==> src/terminal_line_editor_echo_top_macros.svh <==
// Assertion helpers for the line editor.
`ifndef TERMINAL_LINE_EDITOR_ECHO_TOP_MACROS_SVH
`define TERMINAL_LINE_EDITOR_ECHO_TOP_MACROS_SVH

// Same-cycle implication, masked during reset.
`define TLE_ASSERT_IMP(label, clk, rst, ante, cons, msg) \
   label: assert property (@(posedge clk) disable iff (rst) (ante) |-> (cons)) \
      else $error(msg);

// Next-cycle implication, masked during reset.
`define TLE_ASSERT_NXT(label, clk, rst, ante, cons, msg) \
   label: assert property (@(posedge clk) disable iff (rst) (ante) |=> (cons)) \
      else $error(msg);

`endif

==> src/tle_pkg.sv <==
package tle_pkg;

   localparam int BYTE_W = 8;
   localparam int STEP_W = 6;
   localparam int LEN_W  = 6;
   localparam int KIND_W = 2;

   // result kinds
   localparam logic [KIND_W-1:0] KIND_ECHO = 2'd0;
   localparam logic [KIND_W-1:0] KIND_LINE = 2'd1;
   localparam logic [KIND_W-1:0] KIND_END  = 2'd2;

   // character codes
   localparam logic [BYTE_W-1:0] CH_BS     = 8'd8;
   localparam logic [BYTE_W-1:0] CH_LF     = 8'd10;
   localparam logic [BYTE_W-1:0] CH_CR     = 8'd13;
   localparam logic [BYTE_W-1:0] CH_SP     = 8'd32;
   localparam logic [BYTE_W-1:0] CH_DEL    = 8'd127;
   localparam logic [BYTE_W-1:0] CH_CARET  = 8'h5E;
   localparam logic [BYTE_W-1:0] CH_BSLASH = 8'h5C;
   localparam logic [BYTE_W-1:0] CH_X      = 8'h78;
   localparam logic [BYTE_W-1:0] CTRL_OFS  = 8'd64;

   typedef enum logic [1:0] {
      CLS_CTRL,
      CLS_HIGH,
      CLS_PLAIN
   } byte_class_type;

   typedef enum logic [1:0] {
      MODE_ECHO,
      MODE_ERASE,
      MODE_LINE
   } mode_type;

   typedef enum logic [2:0] {
      ST_IDLE,
      ST_DECODE,
      ST_ECHO,
      ST_ERASE,
      ST_LINE
   } state_type;

   typedef struct packed {
      logic     load;
      logic     store;
      logic     pop;
      logic     emit;
      logic     clear;
      logic     step_clr;
      mode_type mode;
   } cmd_type;

   typedef struct packed {
      logic is_bs;
      logic is_cr;
      logic empty;
      logic full;
      logic final_step;
      logic out_free;
   } stat_type;

   function automatic byte_class_type byte_class(input logic [BYTE_W-1:0] b);
      byte_class_type c;
      if (b < CH_SP) begin
         c = CLS_CTRL;
      end else if (b > CH_DEL) begin
         c = CLS_HIGH;
      end else begin
         c = CLS_PLAIN;
      end
      return c;
   endfunction

   function automatic logic [BYTE_W-1:0] hex_digit(input logic [3:0] v);
      logic [BYTE_W-1:0] d;
      if (v < 4'd10) begin
         d = 8'h30 + {4'h0, v};
      end else begin
         d = 8'h37 + {4'h0, v};
      end
      return d;
   endfunction

endpackage

==> src/terminal_line_editor_echo_top.sv <==
// Terminal line editor with echo.
// req_*: one received byte per beat. rsp_*: result beats - echo bytes
// (tuser 0), bytes of a completed line (tuser 1) and a line-end beat
// (tuser 2) whose tdata[13:8] holds the line length. tlast marks the final
// result beat caused by one received byte.
// Timing: a byte is taken in one cycle and decoded in the next; its first
// result enters the output register once that register is free. Results
// then follow one per cycle unless rsp_tready stalls them (a carriage
// return on a full 32-byte line gives 35 results). A single step counter
// walks the results of each byte; no new byte is taken before the last
// result of the current one has been emitted.
// req_tready is high only while the sequencer is idle, including while the
// last result of the previous byte still waits in the output register.
// A stalled rsp_tready freezes the sequencer with the result held.
// Reset clears the fill count and sequencer; stored bytes are not cleared.
`include "terminal_line_editor_echo_top_macros.svh"

module terminal_line_editor_echo_top #(
   parameter int LINE_DEPTH = 32
) (
   input  logic        clock,
   input  logic        reset,
   // input bytes
   input  logic        req_tvalid,
   output logic        req_tready,
   input  logic [7:0]  req_tdata,   // [7:0] rx_byte
   // results
   output logic        rsp_tvalid,
   input  logic        rsp_tready,
   output logic [15:0] rsp_tdata,   // [7:0] data, [13:8] line_length, [15:14] zero
   output logic [1:0]  rsp_tuser,   // [1:0] kind
   output logic        rsp_tlast    // last
);

   localparam logic [tle_pkg::LEN_W-1:0] MAX_LEN = tle_pkg::LEN_W'(LINE_DEPTH);

   tle_pkg::cmd_type  cmd;
   tle_pkg::stat_type stat;
   logic              take_beat;
   logic              end_beat;

   assign take_beat = req_tvalid && req_tready;
   assign end_beat  = rsp_tvalid && (rsp_tuser == tle_pkg::KIND_END);

   // sequencer
   tle_ctrl u_ctrl (
      .clock      (clock),
      .reset      (reset),
      .req_tvalid (req_tvalid),
      .req_tready (req_tready),
      .stat       (stat),
      .cmd        (cmd)
   );

   // line store, counters, item build and output register
   tle_dp #(
      .LINE_DEPTH (LINE_DEPTH)
   ) u_dp (
      .clock      (clock),
      .reset      (reset),
      .req_tdata  (req_tdata),
      .cmd        (cmd),
      .stat       (stat),
      .rsp_tvalid (rsp_tvalid),
      .rsp_tready (rsp_tready),
      .rsp_tdata  (rsp_tdata),
      .rsp_tuser  (rsp_tuser),
      .rsp_tlast  (rsp_tlast)
   );

   // one byte at a time: a taken byte always occupies the decode cycle
   `TLE_ASSERT_NXT(a_busy_after_take, clock, reset, take_beat, !req_tready, "ready after take")
   // a line-end beat closes its byte's results
   `TLE_ASSERT_IMP(a_end_is_last, clock, reset, end_beat, rsp_tlast, "line end without tlast")
   // reported length never exceeds the store depth
   `TLE_ASSERT_IMP(a_len_bound, clock, reset, end_beat, rsp_tdata[13:8] <= MAX_LEN, "len over depth")

endmodule

==> src/tle_ctrl.sv <==
module tle_ctrl (
   input  logic              clock,
   input  logic              reset,
   input  logic              req_tvalid,
   output logic              req_tready,
   input  tle_pkg::stat_type stat,
   output tle_pkg::cmd_type  cmd
);

   tle_pkg::state_type state_ff;
   tle_pkg::state_type state_in;

   always_ff @(posedge clock) begin
      if (reset) begin
         state_ff <= tle_pkg::ST_IDLE;
      end else begin
         state_ff <= state_in;
      end
   end

   always_comb begin
      state_in     = state_ff;
      req_tready   = 1'b0;
      cmd          = '0;
      cmd.mode     = tle_pkg::MODE_ECHO;
      unique case (state_ff)
         tle_pkg::ST_IDLE: begin
            req_tready = 1'b1;
            if (req_tvalid) begin
               cmd.load = 1'b1;
               state_in = tle_pkg::ST_DECODE;
            end
         end
         tle_pkg::ST_DECODE: begin
            priority if (stat.is_bs) begin
               if (stat.empty) begin
                  state_in = tle_pkg::ST_IDLE;
               end else begin
                  cmd.pop      = 1'b1;
                  cmd.step_clr = 1'b1;
                  state_in     = tle_pkg::ST_ERASE;
               end
            end else if (stat.is_cr) begin
               cmd.step_clr = 1'b1;
               state_in     = tle_pkg::ST_LINE;
            end else if (stat.full) begin
               // no room: byte is dropped without echo
               state_in = tle_pkg::ST_IDLE;
            end else begin
               cmd.store    = 1'b1;
               cmd.step_clr = 1'b1;
               state_in     = tle_pkg::ST_ECHO;
            end
         end
         tle_pkg::ST_ECHO, tle_pkg::ST_ERASE, tle_pkg::ST_LINE: begin
            if (state_ff == tle_pkg::ST_ERASE) begin
               cmd.mode = tle_pkg::MODE_ERASE;
            end else if (state_ff == tle_pkg::ST_LINE) begin
               cmd.mode = tle_pkg::MODE_LINE;
            end
            if (stat.out_free) begin
               cmd.emit = 1'b1;
               if (stat.final_step) begin
                  cmd.clear = (state_ff == tle_pkg::ST_LINE);
                  state_in  = tle_pkg::ST_IDLE;
               end
            end
         end
         default: begin
            state_in = tle_pkg::ST_IDLE;
         end
      endcase
   end

endmodule

==> src/tle_dp.sv <==
module tle_dp #(
   parameter int LINE_DEPTH = 32
) (
   input  logic                          clock,
   input  logic                          reset,
   input  logic [tle_pkg::BYTE_W-1:0]    req_tdata,
   input  tle_pkg::cmd_type              cmd,
   output tle_pkg::stat_type             stat,
   output logic                          rsp_tvalid,
   input  logic                          rsp_tready,
   output logic [15:0]                   rsp_tdata,
   output logic [tle_pkg::KIND_W-1:0]    rsp_tuser,
   output logic                          rsp_tlast
);

   localparam int FILL_W = $clog2(LINE_DEPTH + 1);
   localparam int IDX_W  = (LINE_DEPTH > 1) ? $clog2(LINE_DEPTH) : 1;
   localparam int STEP_W = tle_pkg::STEP_W;

   logic [tle_pkg::BYTE_W-1:0] byte_ff;
   logic [FILL_W-1:0]          fill_ff;
   logic [FILL_W-1:0]          fill_in;
   logic [STEP_W-1:0]          step_ff;
   logic [STEP_W-1:0]          step_in;
   logic [tle_pkg::BYTE_W-1:0] rd_ff;
   logic [tle_pkg::BYTE_W-1:0] mem [LINE_DEPTH];

   logic                       out_valid_ff;
   logic [tle_pkg::KIND_W-1:0] out_kind_ff;
   logic [tle_pkg::BYTE_W-1:0] out_data_ff;
   logic [tle_pkg::LEN_W-1:0]  out_len_ff;
   logic                       out_last_ff;

   logic [tle_pkg::KIND_W-1:0] kind_c;
   logic [tle_pkg::BYTE_W-1:0] data_c;
   logic [tle_pkg::LEN_W-1:0]  len_c;
   logic [STEP_W-1:0]          final_c;
   logic [STEP_W-1:0]          group_c;
   logic [STEP_W-1:0]          line_end;
   logic                       rd_en;
   logic [IDX_W-1:0]           rd_addr;
   tle_pkg::byte_class_type    cur_cls;
   tle_pkg::byte_class_type    gone_cls;

   assign cur_cls  = tle_pkg::byte_class(byte_ff);
   assign gone_cls = tle_pkg::byte_class(rd_ff);
   assign line_end = STEP_W'(fill_ff) + STEP_W'(2);

   // item for the current step
   always_comb begin
      kind_c  = tle_pkg::KIND_ECHO;
      data_c  = byte_ff;
      len_c   = '0;
      final_c = '0;
      group_c = STEP_W'(1);
      unique case (cmd.mode)
         tle_pkg::MODE_ECHO: begin
            unique case (cur_cls)
               tle_pkg::CLS_CTRL: begin
                  final_c = STEP_W'(1);
                  data_c  = (step_ff == '0) ? tle_pkg::CH_CARET
                                            : byte_ff + tle_pkg::CTRL_OFS;
               end
               tle_pkg::CLS_HIGH: begin
                  final_c = STEP_W'(3);
                  unique case (step_ff[1:0])
                     2'd0:    data_c = tle_pkg::CH_BSLASH;
                     2'd1:    data_c = tle_pkg::CH_X;
                     2'd2:    data_c = tle_pkg::hex_digit(byte_ff[7:4]);
                     default: data_c = tle_pkg::hex_digit(byte_ff[3:0]);
                  endcase
               end
               default: begin
                  final_c = '0;
               end
            endcase
         end
         tle_pkg::MODE_ERASE: begin
            // BS run, SP run, BS run; run length follows the removed byte's echo
            unique case (gone_cls)
               tle_pkg::CLS_CTRL: begin
                  group_c = STEP_W'(2);
                  final_c = STEP_W'(5);
               end
               tle_pkg::CLS_HIGH: begin
                  group_c = STEP_W'(4);
                  final_c = STEP_W'(11);
               end
               default: begin
                  group_c = STEP_W'(1);
                  final_c = STEP_W'(2);
               end
            endcase
            data_c = (step_ff < group_c || step_ff >= (group_c << 1)) ? tle_pkg::CH_BS
                                                                     : tle_pkg::CH_SP;
         end
         tle_pkg::MODE_LINE: begin
            final_c = line_end;
            priority if (step_ff == STEP_W'(0)) begin
               data_c = tle_pkg::CH_CR;
            end else if (step_ff == STEP_W'(1)) begin
               data_c = tle_pkg::CH_LF;
            end else if (step_ff < line_end) begin
               kind_c = tle_pkg::KIND_LINE;
               data_c = rd_ff;
            end else begin
               kind_c = tle_pkg::KIND_END;
               data_c = '0;
               len_c  = tle_pkg::LEN_W'(fill_ff);
            end
         end
         default: begin
            final_c = '0;
         end
      endcase
   end

   always_comb begin
      if (cmd.step_clr) begin
         step_in = '0;
      end else if (cmd.emit) begin
         step_in = step_ff + STEP_W'(1);
      end else begin
         step_in = step_ff;
      end

      if (cmd.clear) begin
         fill_in = '0;
      end else if (cmd.store) begin
         fill_in = fill_ff + FILL_W'(1);
      end else if (cmd.pop) begin
         fill_in = fill_ff - FILL_W'(1);
      end else begin
         fill_in = fill_ff;
      end

      // read address tracks the next step so rd_ff lines up with step_ff
      rd_en   = cmd.pop || (cmd.mode == tle_pkg::MODE_LINE &&
                            step_in >= STEP_W'(2) && step_in < line_end);
      rd_addr = cmd.pop ? IDX_W'(fill_ff - FILL_W'(1)) : IDX_W'(step_in - STEP_W'(2));
   end

   always_ff @(posedge clock) begin
      if (reset) begin
         fill_ff      <= '0;
         out_valid_ff <= 1'b0;
      end else begin
         fill_ff <= fill_in;
         if (cmd.emit) begin
            out_valid_ff <= 1'b1;
         end else if (rsp_tready) begin
            out_valid_ff <= 1'b0;
         end
      end
   end

   always_ff @(posedge clock) begin
      step_ff <= step_in;
      if (cmd.load) begin
         byte_ff <= req_tdata;
      end
      if (cmd.emit) begin
         out_kind_ff <= kind_c;
         out_data_ff <= data_c;
         out_len_ff  <= len_c;
         out_last_ff <= (step_ff == final_c);
      end
   end

   // line store: one write, one registered read
   always_ff @(posedge clock) begin
      if (cmd.store) begin
         mem[IDX_W'(fill_ff)] <= byte_ff;
      end
      if (rd_en) begin
         rd_ff <= mem[rd_addr];
      end
   end

   assign stat.is_bs      = (byte_ff == tle_pkg::CH_BS) || (byte_ff == tle_pkg::CH_DEL);
   assign stat.is_cr      = (byte_ff == tle_pkg::CH_CR);
   assign stat.empty      = (fill_ff == '0);
   assign stat.full       = (fill_ff == FILL_W'(LINE_DEPTH));
   assign stat.final_step = (step_ff == final_c);
   assign stat.out_free   = !out_valid_ff || rsp_tready;

   assign rsp_tvalid = out_valid_ff;
   assign rsp_tdata  = {2'b00, out_len_ff, out_data_ff};
   assign rsp_tuser  = out_kind_ff;
   assign rsp_tlast  = out_last_ff;

endmodule

==> config.mk <==
export PLATFORM = sky130hd
export DESIGN_NAME = terminal_line_editor_echo_top
export DESIGN_NICKNAME = d
export VERILOG_FILES = /design/src/tle_pkg.sv /design/src/terminal_line_editor_echo_top.sv /design/src/tle_ctrl.sv /design/src/tle_dp.sv
export VERILOG_INCLUDE_DIRS = /design/src /design/src/src
export SDC_FILE = /design/constraint.sdc
export NUM_CORES = 1
export LEC_CHECK = 0
export BUFFER_PORTS_ARGS = -buffer_cell sky130_fd_sc_hd__buf_4
export CAP_MARGIN = 5
export CORE_ASPECT_RATIO = 0.9
export CORE_MARGIN = 2
export CORE_UTILIZATION = 30
export CTS_BUF_LIST = sky130_fd_sc_hd__clkbuf_2 sky130_fd_sc_hd__clkbuf_4 sky130_fd_sc_hd__clkbuf_8
export CTS_CLUSTER_DIAMETER = 80
export DETAILED_ROUTE_END_ITERATION = 8
export SYNTH_ARGS = -nofsm -noshare
export SYNTH_HDL_FRONTEND = slang
export SYNTH_SLANG_ARGS = --single-unit
==> constraint.sdc <==
create_clock -name clock -period 7.2 [get_ports clock]
set_input_delay 0.36 -clock clock [delete_from_list [all_inputs] [get_ports clock]]
set_output_delay 0.36 -clock clock [all_outputs]
set_load 0.005 [all_outputs]
==> metrics <==
run status finished, final reports clean; Worst-Margin Slew 1200 ps; # nets final 1198; CTS Buf Count 47; clk slew on worst S/H paths 60 ps; Layout Area Growth over Synthesis 13.2%; worst clock skew 29.6 ps; count of antenna-violating nets left after detailed routing 0; FILL cells 4464; classification of the worst setup path flop to flop; antenna cells 0; Crit. End Element flop; buffer type at the clock tree root sky130_fd_sc_hd__clkbuf_8; number of synthesized flops with an enable pin 289; total wire length after detailed routing 37900 um; largest fanout on the critical path 37; worst supply voltage drop on vdd 0.181 mV; die outline area 0.0479 mm^2; Arrival @ worst endpoint 5140 ps; Top Ports 33; portion of the post-synthesis area used by sequential elements 0.649; number of global-route vias before repair 9086; mapped cell area 0.0139 mm^2; P_leak 5.35 nW; count of TritonRoute iterations in the first routing pass 5; Residual DRC 0; pin count of the biggest net entering global routing 59; number of levels the H-tree was split into 2; most frequent cells in the layout 289 x sky130_fd_sc_hd__edfxtp_1, 176 x sky130_fd_sc_hd__nand2_1, 79 x sky130_fd_sc_hd__a21oi_1; Horiz. Die Dim 231 um; Max clock buf depth 3; share of async-settable or async-resettable flops after synthesis 0; TritonCTS Sinks 305; first-pass GRT wire length 57400 um; average wire length per cell after detail routing 21.2 um; total of flip-flops plus latches after synthesis 305; Post-Synthesis Cells 1099; setup TNS 0 ps; total global-route track usage 0.156; total overflow reported by the global router 0; data required time at the worst endpoint 7620 ps; type of the most critical hold path input pin to flop; setup repair after global routing missed its margin no; quantity of I/O buffers inserted on ports 30; relative slew slack 0.200; Synth area leader sky130_fd_sc_hd__edfxtp_1; die height 208 um; max-slew violations 0; Unique masters post-synth 69; share of layout cells above drive strength 1 0.114; area fraction of the dominant cell type after synthesis 0.626; max-capacitance violation count 0; final count of negative-setup-slack endpoints 0; effective utilization at floorplan 0.305; fmax 212 MHz; hold violation count in the final report 0; Std-Cell Rows 74; pwr/cell area 345 mW/mm^2; clk_lat worst skew 600 ps; Avg Inst Size Synth 12.6 um^2; Synth warnings 0; most common cell after layout, fill and taps aside sky130_fd_sc_hd__edfxtp_1; post-layout worst setup margin 2480 ps; total via count after detailed routing 9521; average via count per standard cell 5.32; min Tclk post-route 4720 ps; fraction of the cycle the final worst path needs 0.655; estimated wirelength of the detail-placed design 24000 um; end-of-flow core utilization 0.345; top_reg_cell synth sky130_fd_sc_hd__edfxtp_1; iteration-0 DRC count of the detailed router 1147; Routability Congestion 0.911; worst slack, placed 2490 ps; largest cells by area after synthesis sky130_fd_sc_hd__edfxtp_1 63%, sky130_fd_sc_hd__nand2_1 4.8%, sky130_fd_sc_hd__ha_1 3.5%, sky130_fd_sc_hd__a21oi_1 2.9%, sky130_fd_sc_hd__dfxtp_1 2.3%; Worst setup SP type flop; number of setup buffers added after CTS 0; clock tree from TritonCTS yes; antenna violations before repair 0; Core Area 0.0455 mm^2
[flip-flops by register name (all words and copies together) (netlist names), 2 cells and up]
name              cells
u_ctrl.state_ff       3
u_dp.byte_ff          8
u_dp.fill_ff          6
u_dp.mem            256
u_dp.out_data_ff      8
u_dp.out_len_ff       6
u_dp.rd_ff            8
u_dp.rsp_tuser        2
u_dp.step_ff          6
[metrics by stage]
stage / power, mW / instance area, um^2 / instances / hold slack, ps
CTS: 5.42 / 15700 / 1791 / 143
floorplan: 3.43 / 13900 / 1100 / 429
global route: 5.68 / 15700 / 1791 / 187
detailed placement: 3.97 / 14700 / 1697 / 543
global placement: 3.95 / 14700 / 1697 / 551
finish: 5.40 / 15700 / 1791 / 190
[area by class of cell]
class / instances / area [um^2] / share of cell area
Clock inverter: 24 / 168 / 0.0107
Multi-Input combinational cell: 713 / 4460 / 0.284
Tap cell: 608 / 761 / 0.0485
Inverter: 22 / 82.6 / 0.00527
Sequential cell: 305 / 9000 / 0.574
Timing Repair Buffer: 58 / 458 / 0.0292
Clock buffer: 61 / 758 / 0.0484
[critical path, stage by stage, from the launching register on]
cell and delay [ps]:
sky130_fd_sc_hd__edfxtp_1 350, sky130_fd_sc_hd__buf_4 250, sky130_fd_sc_hd__inv_1 210, sky130_fd_sc_hd__ha_1 180, sky130_fd_sc_hd__nand3_1 160, sky130_fd_sc_hd__o22ai_2 360, sky130_fd_sc_hd__mux2_2 410, sky130_fd_sc_hd__and2_0 240
sky130_fd_sc_hd__or2_2 340, sky130_fd_sc_hd__ha_1 200, sky130_fd_sc_hd__a21oi_1 170, sky130_fd_sc_hd__a22oi_1 100, sky130_fd_sc_hd__and3_1 550, sky130_fd_sc_hd__o31ai_1 630, sky130_fd_sc_hd__o22ai_1 140, sky130_fd_sc_hd__nor3_1 210
[path summary, 6_finish.rpt]
| check | startpoint | to | slack [ps] | cells after the start |
|---|---|---|---|---|
| worst max-delay path | u_dp.byte_ff[7] | u_dp.rd_ff[1] | 2480 | 15 |
| worst min-delay path | rsp_tready | u_dp.rsp_tvalid | 190 | 3 |
| worst max register to register | u_dp.byte_ff[7] | u_dp.rd_ff[1] | 2480 | 15 |
| worst min register to register | u_ctrl.state_ff[1] | u_ctrl.state_ff[1] | 630 | 2 |
[synth_stat cells (5+ instances only)]
| library cell | number |
|---|---|
| sky130_fd_sc_hd__inv_1 | 21 |
| sky130_fd_sc_hd__mux2i_1 | 30 |
| sky130_fd_sc_hd__edfxtp_1 | 289 |
| sky130_fd_sc_hd__nand4_1 | 7 |
| sky130_fd_sc_hd__o31ai_1 | 18 |
| sky130_fd_sc_hd__nor2_1 | 55 |
| sky130_fd_sc_hd__a221oi_1 | 14 |
| sky130_fd_sc_hd__and2_1 | 14 |
| sky130_fd_sc_hd__a221o_1 | 14 |
| sky130_fd_sc_hd__nand2_1 | 176 |
| sky130_fd_sc_hd__o221ai_1 | 6 |
| sky130_fd_sc_hd__xor2_1 | 6 |
| sky130_fd_sc_hd__o21a_1 | 5 |
| sky130_fd_sc_hd__buf_6 | 5 |
| sky130_fd_sc_hd__xnor2_1 | 19 |
| sky130_fd_sc_hd__nor4_1 | 9 |
| sky130_fd_sc_hd__dfxtp_1 | 16 |
| sky130_fd_sc_hd__or3_1 | 5 |
| sky130_fd_sc_hd__a21oi_1 | 79 |
| sky130_fd_sc_hd__nand2b_1 | 5 |
| sky130_fd_sc_hd__a311oi_1 | 13 |
| sky130_fd_sc_hd__nand3_1 | 35 |
| sky130_fd_sc_hd__a211oi_1 | 7 |
| sky130_fd_sc_hd__buf_2 | 29 |
| sky130_fd_sc_hd__ha_1 | 39 |
| sky130_fd_sc_hd__o21ai_0 | 22 |
| sky130_fd_sc_hd__and3_1 | 15 |
| sky130_fd_sc_hd__buf_4 | 11 |
| sky130_fd_sc_hd__clkbuf_1 | 15 |
| sky130_fd_sc_hd__nor3_1 | 20 |
| sky130_fd_sc_hd__a21o_1 | 18 |
| sky130_fd_sc_hd__a31oi_1 | 15 |
| sky130_fd_sc_hd__o22ai_1 | 12 |
[cell families after synthesis]
logic type | count (synthesis) | synth area share
AOI/OAI and AO/OA | 253 | 0.125
xor gates and xnor gates | 25 | 0.0158
adders and majority gates | 39 | 0.0352
buffers and inverters | 82 | 0.0305
DFF | 305 | 0.649
muxes | 32 | 0.0233
other | 1 | 0.000271
and+or+nand+nor | 362 | 0.120
[repair_timing]
action,CTS,global route
hold buffers,9,0
gates resized for setup,0,0
setup endpoints to repair,0,0
hold endpoints to repair,12,0
[metal layers]
metal,share of wire,track usage,vias up
met5,0,0,-
met4,0.022,0.0447,0
met2,0.43,0.226,431
met1,0.45,0.231,4760
met3,0.091,0.0373,58
li1,-,-,4272
[power breakdown]
part | switching, mW | internal (mW)
registers | 0.0493 | 2.08
logic | 1.23 | 0.589
clock network | 0.690 | 0.763
total | 1.97 | 3.43
Power figures use the tool's default switching activity.
